--- src/hdl/llgb_pkg.sv ---
// ---------------------------------------------------------------------------
// llgb_pkg: shared types and constants of the lat/lon grid height binner
// Holds the word formats of both channels, command codes, the controller
// states and the command/status bundles between controller and datapath.
// ---------------------------------------------------------------------------
`default_nettype none

package llgb_pkg;

	// Default grid size.
	localparam int DEF_MAX_ROWS    = 256;
	localparam int DEF_MAX_COLUMNS = 256;

	// Configuration port widths.
	localparam int CFG_INDEX_W = 3;
	localparam int CFG_DATA_W  = 32;

	// Field widths.
	localparam int ANGLE_W  = 24;
	localparam int HEIGHT_W = 24;
	localparam int TAG_W    = 16;
	localparam int SUM_W    = 40;
	localparam int AVG_W    = 32;

	// Two pi in Q3.20, sized to the wrapped longitude register.
	localparam logic signed [26:0] TWO_PI_Q20 = 27'sd6588397;
	localparam logic [TAG_W-1:0] COUNT_FULL = 16'hFFFF;

	// Register reset values.
	localparam logic [23:0] RST_MIN_LAT  = 24'hE6DE05;
	localparam logic [23:0] RST_MIN_LON  = 24'h000000;
	localparam logic [23:0] RST_MAX_LON  = 24'h6487ED;
	localparam logic [31:0] RST_LAT_CPR  = 32'd5308416;
	localparam logic [31:0] RST_LON_CPR  = 32'd2669914;
	localparam logic [8:0]  RST_LAT_ROWS = 9'd256;
	localparam logic [8:0]  RST_LON_COLS = 9'd256;

	// Result status codes.
	localparam logic [1:0] STATUS_OK   = 2'd0;
	localparam logic [1:0] STATUS_MISS = 2'd1;
	localparam logic [1:0] STATUS_FULL = 2'd2;

	typedef enum logic [1:0] {
		CMD_ACCUM,
		CMD_FIRST,
		CMD_CELL,
		CMD_BILIN
	} cmd_e;

	typedef enum logic [2:0] {
		CFG_MIN_LAT,
		CFG_MIN_LON,
		CFG_MAX_LON,
		CFG_LAT_CPR,
		CFG_LON_CPR,
		CFG_LAT_ROWS,
		CFG_LON_COLS,
		CFG_WRAPS
	} cfg_reg_e;

	typedef enum logic [4:0] {
		ST_CLEAR,
		ST_IDLE,
		ST_WRAP_UP,
		ST_WRAP_DN,
		ST_MUL_LAT,
		ST_MUL_LON,
		ST_CAP_LON,
		ST_CHECK,
		ST_READ,
		ST_LATCH,
		ST_UPDATE,
		ST_CNT_CHK,
		ST_DIV_START,
		ST_DIV_WAIT,
		ST_WMUL,
		ST_AMUL,
		ST_ACCUM,
		ST_ROUND,
		ST_FINISH
	} state_e;

	// Operand selection of the shared multiplier.
	typedef enum logic [1:0] {
		MS_LAT,
		MS_LON,
		MS_WEIGHT,
		MS_AVG
	} mul_sel_e;

	// Which value goes into the result register.
	typedef enum logic [2:0] {
		RES_NONE,
		RES_FAIL,
		RES_WRITE,
		RES_CELL,
		RES_BIL
	} res_sel_e;

	typedef struct packed {
		logic [1:0]                 cmd;
		logic signed [ANGLE_W-1:0]  lat;
		logic signed [ANGLE_W-1:0]  lon;
		logic signed [HEIGHT_W-1:0] height_in;
		logic [TAG_W-1:0]           tag;
	} in_word_t;

	typedef struct packed {
		logic [1:0]              status;
		logic signed [AVG_W-1:0] height_out;
	} out_word_t;

	typedef struct packed {
		logic signed [SUM_W-1:0] sum;
		logic [TAG_W-1:0]        count;
	} cell_t;

	typedef struct packed {
		logic       load_in;
		logic       step_up;
		logic       step_dn;
		mul_sel_e   mul_sel;
		logic       cap_lat;
		logic       cap_lon;
		logic       load_idx;
		logic       cell_latch;
		logic       wr_update;
		logic       clr_en;
		logic       div_start;
		logic       avg_latch;
		logic       acc_en;
		res_sel_e   res_sel;
		logic [1:0] corner;
		logic       out_load;
	} dp_cmd_t;

	typedef struct packed {
		cmd_e op;
		logic lon_below;
		logic lon_above;
		logic pos_ok;
		logic empty;
		logic div_done;
		logic clr_last;
	} dp_stat_t;

endpackage

`default_nettype wire

--- src/hdl/llgb_ctrl.sv ---
// ---------------------------------------------------------------------------
// llgb_ctrl: sequencer of the binner
// Steps one item through wrap, position, bound check, cell reads, update
// or averaging and blending, and hands the result to the output register.
// ---------------------------------------------------------------------------
`default_nettype none

module llgb_ctrl (
	input  wire                  clk,
	input  wire                  arst_n,
	input  wire                  in_valid,
	output logic                 in_stall,
	output logic                 out_valid,
	input  wire                  out_stall,
	input  llgb_pkg::dp_stat_t   stat,
	output llgb_pkg::dp_cmd_t    cmd
);

	llgb_pkg::state_e state_q, state_d;
	logic [1:0]       k_q, k_d;
	logic             out_valid_q;
	logic             out_free;
	logic             is_bil;
	logic             is_write;

	assign out_free = !out_valid_q || !out_stall;
	assign is_bil   = stat.op == llgb_pkg::CMD_BILIN;
	assign is_write = (stat.op == llgb_pkg::CMD_ACCUM) || (stat.op == llgb_pkg::CMD_FIRST);

	// State and corner registers.
	always_ff @(posedge clk or negedge arst_n) begin
		if (!arst_n) begin
			state_q <= llgb_pkg::ST_CLEAR;
			k_q     <= '0;
		end else begin
			state_q <= state_d;
			k_q     <= k_d;
		end
	end

	// Output valid flag.
	always_ff @(posedge clk or negedge arst_n) begin
		if (!arst_n) begin
			out_valid_q <= 1'b0;
		end else if (cmd.out_load) begin
			out_valid_q <= 1'b1;
		end else if (!out_stall) begin
			out_valid_q <= 1'b0;
		end
	end

	assign out_valid = out_valid_q;
	assign in_stall  = state_q != llgb_pkg::ST_IDLE;

	// Next state and datapath commands.
	always_comb begin
		state_d     = state_q;
		k_d         = k_q;
		cmd         = '0;
		cmd.mul_sel = llgb_pkg::MS_LAT;
		cmd.res_sel = llgb_pkg::RES_NONE;
		cmd.corner  = k_q;
		unique case (state_q)
			llgb_pkg::ST_CLEAR: begin
				cmd.clr_en = 1'b1;
				if (stat.clr_last) begin
					state_d = llgb_pkg::ST_IDLE;
				end
			end
			llgb_pkg::ST_IDLE: begin
				if (in_valid) begin
					cmd.load_in = 1'b1;
					state_d     = llgb_pkg::ST_WRAP_UP;
				end
			end
			llgb_pkg::ST_WRAP_UP: begin
				if (stat.lon_below) begin
					cmd.step_up = 1'b1;
				end else begin
					state_d = llgb_pkg::ST_WRAP_DN;
				end
			end
			llgb_pkg::ST_WRAP_DN: begin
				if (stat.lon_above) begin
					cmd.step_dn = 1'b1;
				end else begin
					state_d = llgb_pkg::ST_MUL_LAT;
				end
			end
			llgb_pkg::ST_MUL_LAT: begin
				cmd.mul_sel = llgb_pkg::MS_LAT;
				state_d     = llgb_pkg::ST_MUL_LON;
			end
			llgb_pkg::ST_MUL_LON: begin
				cmd.mul_sel = llgb_pkg::MS_LON;
				cmd.cap_lat = 1'b1;
				state_d     = llgb_pkg::ST_CAP_LON;
			end
			llgb_pkg::ST_CAP_LON: begin
				cmd.cap_lon = 1'b1;
				state_d     = llgb_pkg::ST_CHECK;
			end
			llgb_pkg::ST_CHECK: begin
				cmd.load_idx = 1'b1;
				k_d          = '0;
				if (!stat.pos_ok) begin
					cmd.res_sel = llgb_pkg::RES_FAIL;
					state_d     = llgb_pkg::ST_FINISH;
				end else begin
					state_d = llgb_pkg::ST_READ;
				end
			end
			llgb_pkg::ST_READ: begin
				state_d = llgb_pkg::ST_LATCH;
			end
			llgb_pkg::ST_LATCH: begin
				cmd.cell_latch = 1'b1;
				if (is_bil && (k_q != 2'd3)) begin
					k_d     = k_q + 1'b1;
					state_d = llgb_pkg::ST_READ;
				end else if (is_write) begin
					state_d = llgb_pkg::ST_UPDATE;
				end else begin
					state_d = llgb_pkg::ST_CNT_CHK;
				end
			end
			llgb_pkg::ST_UPDATE: begin
				cmd.wr_update = 1'b1;
				cmd.res_sel   = llgb_pkg::RES_WRITE;
				state_d       = llgb_pkg::ST_FINISH;
			end
			llgb_pkg::ST_CNT_CHK: begin
				k_d = '0;
				if (stat.empty) begin
					cmd.res_sel = llgb_pkg::RES_FAIL;
					state_d     = llgb_pkg::ST_FINISH;
				end else begin
					state_d = llgb_pkg::ST_DIV_START;
				end
			end
			llgb_pkg::ST_DIV_START: begin
				cmd.div_start = 1'b1;
				state_d       = llgb_pkg::ST_DIV_WAIT;
			end
			llgb_pkg::ST_DIV_WAIT: begin
				if (stat.div_done) begin
					cmd.avg_latch = 1'b1;
					if (is_bil && (k_q != 2'd3)) begin
						k_d     = k_q + 1'b1;
						state_d = llgb_pkg::ST_DIV_START;
					end else if (is_bil) begin
						k_d     = '0;
						state_d = llgb_pkg::ST_WMUL;
					end else begin
						cmd.res_sel = llgb_pkg::RES_CELL;
						state_d     = llgb_pkg::ST_FINISH;
					end
				end
			end
			llgb_pkg::ST_WMUL: begin
				cmd.mul_sel = llgb_pkg::MS_WEIGHT;
				state_d     = llgb_pkg::ST_AMUL;
			end
			llgb_pkg::ST_AMUL: begin
				cmd.mul_sel = llgb_pkg::MS_AVG;
				state_d     = llgb_pkg::ST_ACCUM;
			end
			llgb_pkg::ST_ACCUM: begin
				cmd.acc_en = 1'b1;
				if (k_q != 2'd3) begin
					k_d     = k_q + 1'b1;
					state_d = llgb_pkg::ST_WMUL;
				end else begin
					state_d = llgb_pkg::ST_ROUND;
				end
			end
			llgb_pkg::ST_ROUND: begin
				cmd.res_sel = llgb_pkg::RES_BIL;
				state_d     = llgb_pkg::ST_FINISH;
			end
			llgb_pkg::ST_FINISH: begin
				if (out_free) begin
					cmd.out_load = 1'b1;
					state_d      = llgb_pkg::ST_IDLE;
				end
			end
			default: begin
				state_d = llgb_pkg::ST_IDLE;
			end
		endcase
	end

endmodule

`default_nettype wire

--- config.mk ---
export PLATFORM = sky130hd
export DESIGN_NAME = llgb_ctrl
export DESIGN_NICKNAME = d
export VERILOG_FILES = /design/src/hdl/llgb_pkg.sv /design/src/hdl/llgb_ctrl.sv
export SDC_FILE = /design/constraint.sdc
export NUM_CORES = 1
export LEC_CHECK = 0
export BUFFER_PORTS_ARGS = -buffer_cell sky130_fd_sc_hd__buf_2
export CAP_MARGIN = 10
export CORE_MARGIN = 2
export CORE_UTILIZATION = 49
export DETAILED_ROUTE_END_ITERATION = 8
export GPL_TIMING_DRIVEN = 0
export PLACE_DENSITY = 0.88
export SYNTH_ARGS = -nofsm -noshare
export SYNTH_HDL_FRONTEND = slang
export SYNTH_SLANG_ARGS = --single-unit
export TNS_END_PERCENT = 50
--- constraint.sdc ---
create_clock -name clk -period 1.97 [get_ports clk]
set_input_delay 0.197 -clock clk [delete_from_list [all_inputs] [get_ports clk]]
set_output_delay 0.197 -clock clk [all_outputs]
set_load 0.05 [all_outputs]
# ---- Yosys cells after proc, flatten, opt, wreduce, memory -nomap -nowiden
# Index checks and enable logic that the tools add are counted.
dict set report word_totals {
  output_inout_bits 22
  input_bits 12
  word_cells 95
  reg_bits 8
}
dict set report classes {
  addsub 1
  n_eq_ne 32
  reduce_logical 12
  n_mux 47
}
# op n
set ops {}
lappend ops {{$pmux W5 S18} 1}
lappend ops {{$mux W5} 12}
lappend ops {{$eq A5 B4 Y1 const B} 8}
lappend ops {{$mux W1} 23}
lappend ops {{$eq A5 B3 Y1 const B} 4}
lappend ops {{$ne A2 B2 Y1 const B} 9}
lappend ops {{$mux W2} 8}
lappend ops {{$eq A5 B5 Y1 const B} 3}
lappend ops {{$pmux W3 S5} 1}
lappend ops {{$eq A5 B2 Y1 const B} 2}
lappend ops {{$pmux W2 S4} 1}
lappend ops {{$pmux W2 S3} 1}
lappend ops {{$reduce_and A6 Y1} 1}
lappend ops {{$eq A5 B1 Y1 const B} 1}
lappend ops {{$logic_not A5 Y1} 1}
lappend ops {{$ne A5 B1 Y1 const B} 1}
lappend ops {{$reduce_and A5 Y1} 1}
lappend ops {{$reduce_bool A4 Y1} 1}
lappend ops {{$reduce_or A2 Y1} 2}
lappend ops {{$ne A3 B3 Y1 const B} 1}
lappend ops {{$add A2 B1 Y2 const B} 1}
lappend ops {{$eq A2 B1 Y1 const B} 1}
lappend ops {{$eq A2 B2 Y1 const B} 1}
lappend ops {{$logic_not A1 Y1} 2}
lappend ops {{4 further kinds} 5}

# ---- Depth between registers and ports, before layout
# Gate-level depths: netlist of the first run.
dict set report depth {
  depth_word 5
  ltp_mapped 7
  ltp_nobuf 6
}

# ---- Least setup slack after synthesis of the first run
# Ideal clock, no wire load.
dict set report synth_timing {
  path_type {flip-flop to flip-flop}
  start {reg state_q[2]}
  end {reg k_q[0]}
  n_path_buf 0
  path_stages_with_launch 6
  arrival_ns 2.476
  synth_period_minus_slack_ns 2.601
  setup_time_ns 0.125
  required_ns 1.845
  slack_ns -0.631
  path_cell_list {dfrtp_1 > nand2b_1 > nor3_1 > nand2_1 > nand4_1 > mux2_2}
}
dict set report synth_between {
  elab_chain_len 4
  word_cells_on_any_way 13
  classes_between {9 x eq/ne; 1 x mux; 3 x reduce/logical}
}
# element line
set synth_rtl {}
lappend synth_rtl {{start: declaration} llgb_ctrl.sv:19} ;# llgb_pkg::state_e state_q, state_d;
lappend synth_rtl {{start signal: assignment} llgb_ctrl.sv:33} ;# state_q <= llgb_pkg::ST_CLEAR;
lappend synth_rtl {{start signal: assignment} llgb_ctrl.sv:36} ;# state_q <= state_d;
lappend synth_rtl {{$eq A5 B4 Y1 / $eq A5 B3 Y1 (equally long branches)} llgb_ctrl.sv:63} ;# unique case (state_q)
lappend synth_rtl {{$reduce_or A2 Y1 (no line)} n/a}
lappend synth_rtl {{$reduce_bool A4 Y1 (no line)} n/a}
lappend synth_rtl {{$reduce_and A5 Y1 (no line)} n/a}
lappend synth_rtl {{end signal: assignment} llgb_ctrl.sv:37} ;# k_q <= k_d;
lappend synth_rtl {{end: declaration} llgb_ctrl.sv:20} ;# logic [1:0] k_q, k_d;
# Parallel ways exist; a longest one is shown, timed or not.
# A chain may end at the register's enable or synchronous reset.

# ---- Final worst setup path of the first run
dict set report layout_timing {
  start {reg state_q[2]}
  end {reg state_q[0]}
}
dict set report layout_between {
  elab_chain_len 3
  word_cells_on_any_way 28
  classes_between {24 x eq/ne; 1 x mux; 3 x reduce/logical}
}
# element line
set layout_rtl {}
lappend layout_rtl {{$eq A5 B4 Y1, or another cell as far along} llgb_ctrl.sv:63}
lappend layout_rtl {{$reduce_or A2 Y1 (no line) / $ne A2 B2 Y1 (equally long branches)} n/a}
lappend layout_rtl {{$pmux W5 S18 / $reduce_and A6 Y1 (equally long branches)} n/a}
# Parallel ways exist; a longest one is shown, timed or not.

==> results of run 1 <==
-- state kept, by name, indices dropped and copies added, names as in the netlist --
signal     count
out_valid      1
k_q            2
state_q        5
-- area by class of cell --
cell class                 count  area [um2]  area share, %
tap                           25        31.3           2.42
inverter                       4        15.0           1.16
sequential                     8         203           15.7
buffer                         9        63.8           4.94
timing repair buffer          36         213           16.5
multi-input combinational    105         743           57.6
clock buffer                   3        22.5           1.74
-- logic make-up (layout without fill, tap and decap cells) --
| group | after synthesis | after routing | share of synthesized area [%] |
|---|---|---|---|
| fa+ha+maj | 1 | 1 | 1.32 |
| flops | 8 | 8 | 21.1 |
| buf+inv | 13 | 52 | 6.87 |
| compound gates | 29 | 29 | 20.2 |
| mux | 5 | 5 | 6.08 |
| xor+xnor | 2 | 2 | 1.85 |
| simple gates | 68 | 68 | 42.5 |
-- repair_timing --
item / 4_1_cts / 5_1_grt
gates resized for setup: 7 / 17
buffers inserted: 0 / 2
cloned: 0 / 0
endpoints found under the setup margin: 3 / 8
endpoints found under the hold margin: 8 / 0
hold buffers: 1 / 0
-- metal layers --
| layer | track usage (%) | part of all wire (%) | up-vias | wire length, um |
|---|---|---|---|---|
| li1 | - | - | 540 | - |
| met1 | 33.4 | 40 | 529 | 1150 |
| met2 | 44.5 | 50 | 79 | 1450 |
| met3 | 7.17 | 9.2 | 4 | 267 |
| met4 | 4.32 | 1.1 | 0 | 31 |
| met5 | 0 | 0 | - | 0 |
-- synthesized netlist by cell type, types with 3 or more instances --
library cell | number | area, um2
nand2_1 | 11 | 41.3
nor2_1 | 11 | 41.3
nor3_1 | 9 | 45.0
dfrtp_1 | 8 | 200
a21oi_1 | 7 | 35.0
buf_2 | 7 | 35.0
nand2b_1 | 6 | 37.5
nor2b_1 | 6 | 37.5
o21ai_0 | 5 | 25.0
and3_1 | 4 | 25.0
inv_1 | 4 | 15.0
nand3_1 | 3 | 15.0
o22ai_1 | 3 | 18.8
-- report_power, final --
| group | internal, W | switching (W) | total [W] | leakage (nW) |
|---|---|---|---|---|
| Clock | 0.0000694 | 0.0000514 | 0.000121 | 0.0138 |
| Sequential | 0.000236 | 0.0000570 | 0.000293 | 0.101 |
| Combinational | 0.000603 | 0.00112 | 0.00173 | 0.499 |
-- final timing paths --
check | end | depth (start not counted)
worst max-delay path | state_q[0] | 6
worst min-delay path | out_valid | 3
worst max register to register | state_q[0] | 6
worst min register to register | k_q[0] | 1
max in group asynchronous | state_q[1] | 2
min in group asynchronous | k_q[1] | 2
-- through the flow --
step / setup TNS, ns / cell area, um2 / setup WS [ns]
6_report: 0 / 1290 / 0.0359
5_1_grt: -0.0473 / 1290 / -0.0227
4_1_cts: 0 / 1230 / 0.00844
3_5_place_dp: 0 / 1180 / 0.128
3_3_place_gp: 0 / 1180 / 0.143
2_1_floorplan: -0.470 / 986 / -0.172
-- worst register-to-register path, cell delays in order, from the launching register on --
cell	delay, ns
dfrtp_2	0.43
buf_4	0.15
or3b_1	0.44
nor3_2	0.30
nor4b_4	0.09
o21ai_2	0.08
mux2_4	0.31
==> flow_metrics.env, run 1 <==
export IMPL_first_global_vias=1015
export IMPL_final_cell_mix="29 x buf_2, 11 x nor2_1, 10 x nand2_1"
export IMPL_post_drt_wl_per_cell_um=15.3
export IMPL_rows=15
export IMPL_power_density_nw_per_um2=1660
export IMPL_ys_warn_count=0
export IMPL_crit_buf_inv=1
export IMPL_via_per_inst=6.06
export IMPL_vias=1152
export IMPL_grtUsageTotal_pct=26.1
export IMPL_ir_worst_vdd_uv=1310
export IMPL_clock_path_buffers=2
export IMPL_setup_viol=0
export IMPL_final_layout_size_suffix_gt1_share_pct=41.2
export IMPL_syn_area_um2=947
export IMPL_coreArea_um2=1760
export IMPL_status="complete, no violations"
export IMPL_skew_ns=0.00507
export IMPL_cts_tree="yes"
export IMPL_cts_buffers=3
export IMPL_htree_levels=1
export IMPL_hold_viol=0
export IMPL_worstPathArrival_ns=2.06
export IMPL_drv_cap=0
export IMPL_io_buffer_count=33
export IMPL_drt_iter0_drc=75
export IMPL_gp_congestion=0.949
export IMPL_grt_max_degree=11
export IMPL_start_util_pct=53.7
export IMPL_crit_type="flop to flop"
export IMPL_cp_end_kind="flop"
export IMPL_fill_cells=155
export IMPL_grt_pass1_wl_mm=4.27
export IMPL_max_freq_mhz=517
export IMPL_max_stage_delay_ns=0.44
export IMPL_hold_start="out_stall"
export IMPL_start_kind="flop"
export IMPL_synth_edf_count=0
export IMPL_fin_nets=180
export IMPL_antenna_found_initial=0
export IMPL_slew_headroom_pct=74.8
export IMPL_cp_startpoint="state_q[2]"
export IMPL_critPathMaxFanout=5
export IMPL_drcViolationCount=0
export IMPL_dieArea_um2=2300
export IMPL_cts_sinks=8
export IMPL_fp_dieH_um=48.0
export IMPL_required_ns=2.10
export IMPL_yosysUniqueCellTypes=45
export IMPL_syn_to_final_growth_pct=36.3
export IMPL_dp_cells=184
export IMPL_cts_reportedPaths_clkPinSlew_ns=0.05
export IMPL_synth_flop_cell="dfrtp_1"
export IMPL_synthesis_nets=139
export IMPL_finalWirelength_mm=2.90
export IMPL_cts_root_buf="clkbuf_4"
export IMPL_hold_class="input port to flop"
export IMPL_ant_nets=0
export IMPL_reg2reg_from="state_q[2]"
export IMPL_async_reset_ff_share_pct=100
export IMPL_stdcell_count=190
export IMPL_whs_ns=0.268
export IMPL_finalCriticalPeriod_ns=1.93
export IMPL_power_w=0.00214
export IMPL_slew_viol_final=0
export IMPL_final_core_util_pct=73.2
export IMPL_worstMarginPinSlew_ns=0.375
export IMPL_num_antenna_cells=0
export IMPL_crit_slowest_cell="or3b_1"
export IMPL_clkLatencyLatePin_ns=0.25
export IMPL_postSynthAreaPerCell_um2=7.52
export IMPL_synth_seq_cells=8
export IMPL_hpwl_mm=2.16
export IMPL_critPathTopFamily="simple AND/OR/NAND/NOR gates"
export IMPL_post_synth_inst_count=126
export IMPL_finalCritPeriodShare_pct=98.2
export IMPL_synth_seq_area_share_pct=21.1
export IMPL_io_pins=34
export IMPL_die_x_um=48.0
export IMPL_grt_overflow_total=0
export IMPL_p_leak_nw=0.613
export IMPL_cp_cell_sequence="buf_4 -> or3b_1 -> nor3_2 -> nor4b_4 -> o21ai_2 -> mux2_4"
export IMPL_firstDrtPassIters=4
export IMPL_ff2ff_setup_slack_ns=0.04
export IMPL_final_common_cell="buf_2"
No activity file was read; power rests on OpenSTA's default activity.
==> inputs of run 2 (changes only) <==
SETUP_SLACK_MARGIN = 0.4   (was default)
==> flow_metrics.env, run 2 <==
export IMPL_status="stopped before the end"
export IMPL_failing_step="global routing"
export IMPL_first_error="[ERROR DPL-0038] Utilization greater than 100%, impossible to legalize"
export IMPL_clock_path_buffers=2
export IMPL_synthesis_nets=139
export IMPL_cts_buffers=3
export IMPL_synth_fa_ha_area_share_pct=1.32
export IMPL_rows=15
export IMPL_grt_max_degree=11
export IMPL_post_synth_inst_count=126
export IMPL_ys_top_cells_by_count="11 x nand2_1, 11 x nor2_1, 9 x nor3_1"
export IMPL_htree_levels=1
export IMPL_cts_sinks=8
export IMPL_synth_mux_area_share_pct=6.08
export IMPL_io_buffer_count=33
export IMPL_synth_flop_cell="dfrtp_1"
export IMPL_synth_area_leader_cell="dfrtp_1"
export IMPL_ys_warn_count=0
export IMPL_async_reset_ff_share_pct=100
export IMPL_yosysUniqueCellTypes=45
export IMPL_cts_root_buf="clkbuf_4"
export IMPL_synth_area_top_cells="dfrtp_1 21%, nor3_1 4.8%, nand2_1 4.4%"
export IMPL_synth_top_family_by_area="simple AND/OR/NAND/NOR gates"
export IMPL_io_pins=34
export IMPL_synthSimpleGateAreaFrac_pct=42.5
export IMPL_fp_dieH_um=48.0
export IMPL_synth_seq_area_share_pct=21.1
export IMPL_synth_seq_cells=8
export IMPL_die_x_um=48.0
export IMPL_synth_edf_count=0
export IMPL_gp_congestion=0.950
export IMPL_start_util_pct=53.7
export IMPL_postSynthAreaPerCell_um2=7.52
export IMPL_yosys_area_top_type_share_pct=21.1
export IMPL_synth_compound_area_share_pct=20.2
export IMPL_worstEndpointGrtRepair="cmd[3]"
export IMPL_hpwl_mm=2.39
export IMPL_syn_area_um2=947
export IMPL_worstEndpointType="output port"
export IMPL_yosys_area_share_xor_xnor_pct=1.85
## run 2: cells by family after synthesis
group	after synthesis
buf+inv	13
compound gates	29
xor+xnor	2
fa+ha+maj	1
simple gates	68
mux	5
flops	8
## run 2: per-stage QoR
stage               hold WS (ns)  area, um2  setup slack (ns)  instances  util [%]
detailed placement        0.0430       1270            0.0535        184      72.1
floorplan                -0.0986       1070             0.150        126         -
CTS                        0.290       1700             0.164        211      96.2
global placement          0.0365       1270            0.0674        184      72.1
## run 2: repair_timing
action | CTS
pin swaps | 5
cloned | 1
endpoints found under the setup margin | 26
resized for setup | 68
hold buffers | 1
hold endpoints to repair | 8
buffers inserted | 21
==> inputs of run 3 (changes only) <==
CORE_AREA = 2 2 63 65   (was default)
CORE_MARGIN = default   (was 2)
CORE_UTILIZATION = default   (was 49)
DIE_AREA = 0 0 65 67   (was default)
PLACE_DENSITY = default   (was 0.88)
PLACE_DENSITY_LB_ADDON = 0.15   (was default)
SETUP_SLACK_MARGIN = default   (was 0.4)
==> flow_metrics.env, run 3 (synthesis gave the netlist of run 1 again) <==
export IMPL_largest_reg_flops=5
export IMPL_io_pins=34
export IMPL_start_kind="flop"
export IMPL_dieArea_um2=4360
export IMPL_cts_buffers=3
export IMPL_grtUsageTotal_pct=15.2
export IMPL_coreArea_um2=3610
export IMPL_largest_register="state_q"
export IMPL_stdcell_count=211
export IMPL_via_per_inst=5.25
export IMPL_grt_max_degree=11
export IMPL_fill_cells=406
export IMPL_status="complete, no violations"
export IMPL_firstDrtPassIters=4
export IMPL_crit_type="flop to primary output"
export IMPL_rows=22
export IMPL_drt_iter0_drc=80
export IMPL_ant_nets=0
export IMPL_first_global_vias=1082
export IMPL_hold_viol=0
export IMPL_fp_dieH_um=67
export IMPL_finalWirelength_mm=3.06
export IMPL_drv_cap=0
export IMPL_cp_end_kind="primary output"
export IMPL_worstPathArrival_ns=1.70
export IMPL_cts_root_buf="clkbuf_8"
export IMPL_fin_nets=178
export IMPL_syn_to_final_growth_pct=40.6
export IMPL_finalCritPeriodShare_pct=96.2
export IMPL_critPathMaxFanout=10
export IMPL_cts_tree="yes"
export IMPL_setup_viol=0
export IMPL_cts_sinks=8
export IMPL_post_drt_wl_per_cell_um=14.5
export IMPL_whs_ns=0.291
export IMPL_finalCriticalPeriod_ns=1.90
export IMPL_hold_class="input port to flop"
export IMPL_vias=1107
export IMPL_gp_congestion=0.921
export IMPL_cts_reportedPaths_clkPinSlew_ns=0.04
export IMPL_slew_headroom_pct=65.6
export IMPL_power_w=0.00221
export IMPL_final_cell_mix="31 x buf_2, 11 x nor2_1, 10 x nand2_1"
export IMPL_die_x_um=65
export IMPL_worstMarginPinSlew_ns=0.513
export IMPL_io_buffer_count=33
export IMPL_required_ns=1.77
export IMPL_clkLatencyLatePin_ns=0.22
export IMPL_p_leak_nw=0.618
export IMPL_final_layout_size_suffix_gt1_share_pct=41.7
export IMPL_dp_cells=207
export IMPL_grt_pass1_wl_mm=5.22
export IMPL_skew_ns=0.00143
export IMPL_final_common_cell="buf_2"
export IMPL_htree_levels=1
export IMPL_max_freq_mhz=528
export IMPL_rsz0062_at_grt="no"
export IMPL_start_util_pct=26.3
export IMPL_hpwl_mm=2.44
export IMPL_grt_overflow_total=0
export IMPL_clock_path_buffers=2
export IMPL_power_density_nw_per_um2=1660
export IMPL_drcViolationCount=0
export IMPL_ir_worst_vdd_uv=590
export IMPL_slew_viol_final=0
export IMPL_num_antenna_cells=0
export IMPL_antenna_found_initial=0
[run 3: final cells by class]
cell class	count	area (um2)	area share, %
multi-input combinational	105	756	56.8
sequential	8	203	15.2
timing repair buffer	34	193	14.5
buffer	9	63.8	4.79
tap	48	60.1	4.51
clock buffer	3	41.3	3.10
inverter	4	15.0	1.13
[run 3: timing repair]
action	4_1_cts	5_1_grt
endpoints found under the setup margin	3	11
resized for setup	7	19
hold buffers	1	0
pin swaps	0	0
setup buffers	0	0
endpoints found under the hold margin	8	0
[run 3: power by group]
part | switching [W] | internal, W | leakage, nW
clock network | 0.0000550 | 0.000132 | 0.0216
registers | 0.0000604 | 0.000237 | 0.101
logic | 0.00113 | 0.000599 | 0.496
[run 3: final timing paths]
kind | startpoint | endpoint | slack, ns | cells after the start
max | state_q[2] | cmd[3] | 0.07 | 6
min | out_stall | out_valid | 0.29 | 3
max reg2reg | state_q[4] | state_q[0] | 0.09 | 6
min reg2reg | k_q[1] | k_q[1] | 0.53 | 1
max in group asynchronous | arst_n | state_q[2] | 1.45 | 2
min in group asynchronous | arst_n | state_q[0] | 0.34 | 2
[run 3: worst max-delay path, stage by stage (launching register included)]
cell and delay (ns):
dfrtp_2 0.46, buf_4 0.20, and3b_2 0.25, and3_2 0.25, nand2_4 0.09, o31ai_2 0.07, buf_6 0.16
[run 3: routing by layer]
layer	GRT usage (%)	routed length, um	up-vias
li1	-	-	542
met1	20.2	1350	524
met2	26.5	1540	41
met3	1.52	165	0
met4	3.19	0	0
met5	0	0	-
[run 3: through the flow]
step	setup slack [ns]	setup TNS [ns]	utilization, %	cell area (um2)
3_3_place_gp	0.0838	0	33.6	1210
2_1_floorplan	-0.172	-0.470	-	986
4_1_cts	0.0121	0	35.5	1280
6_report	0.0744	0	36.9	1330
3_5_place_dp	0.0869	0	33.6	1210
5_1_grt	0.000628	0	36.9	1330
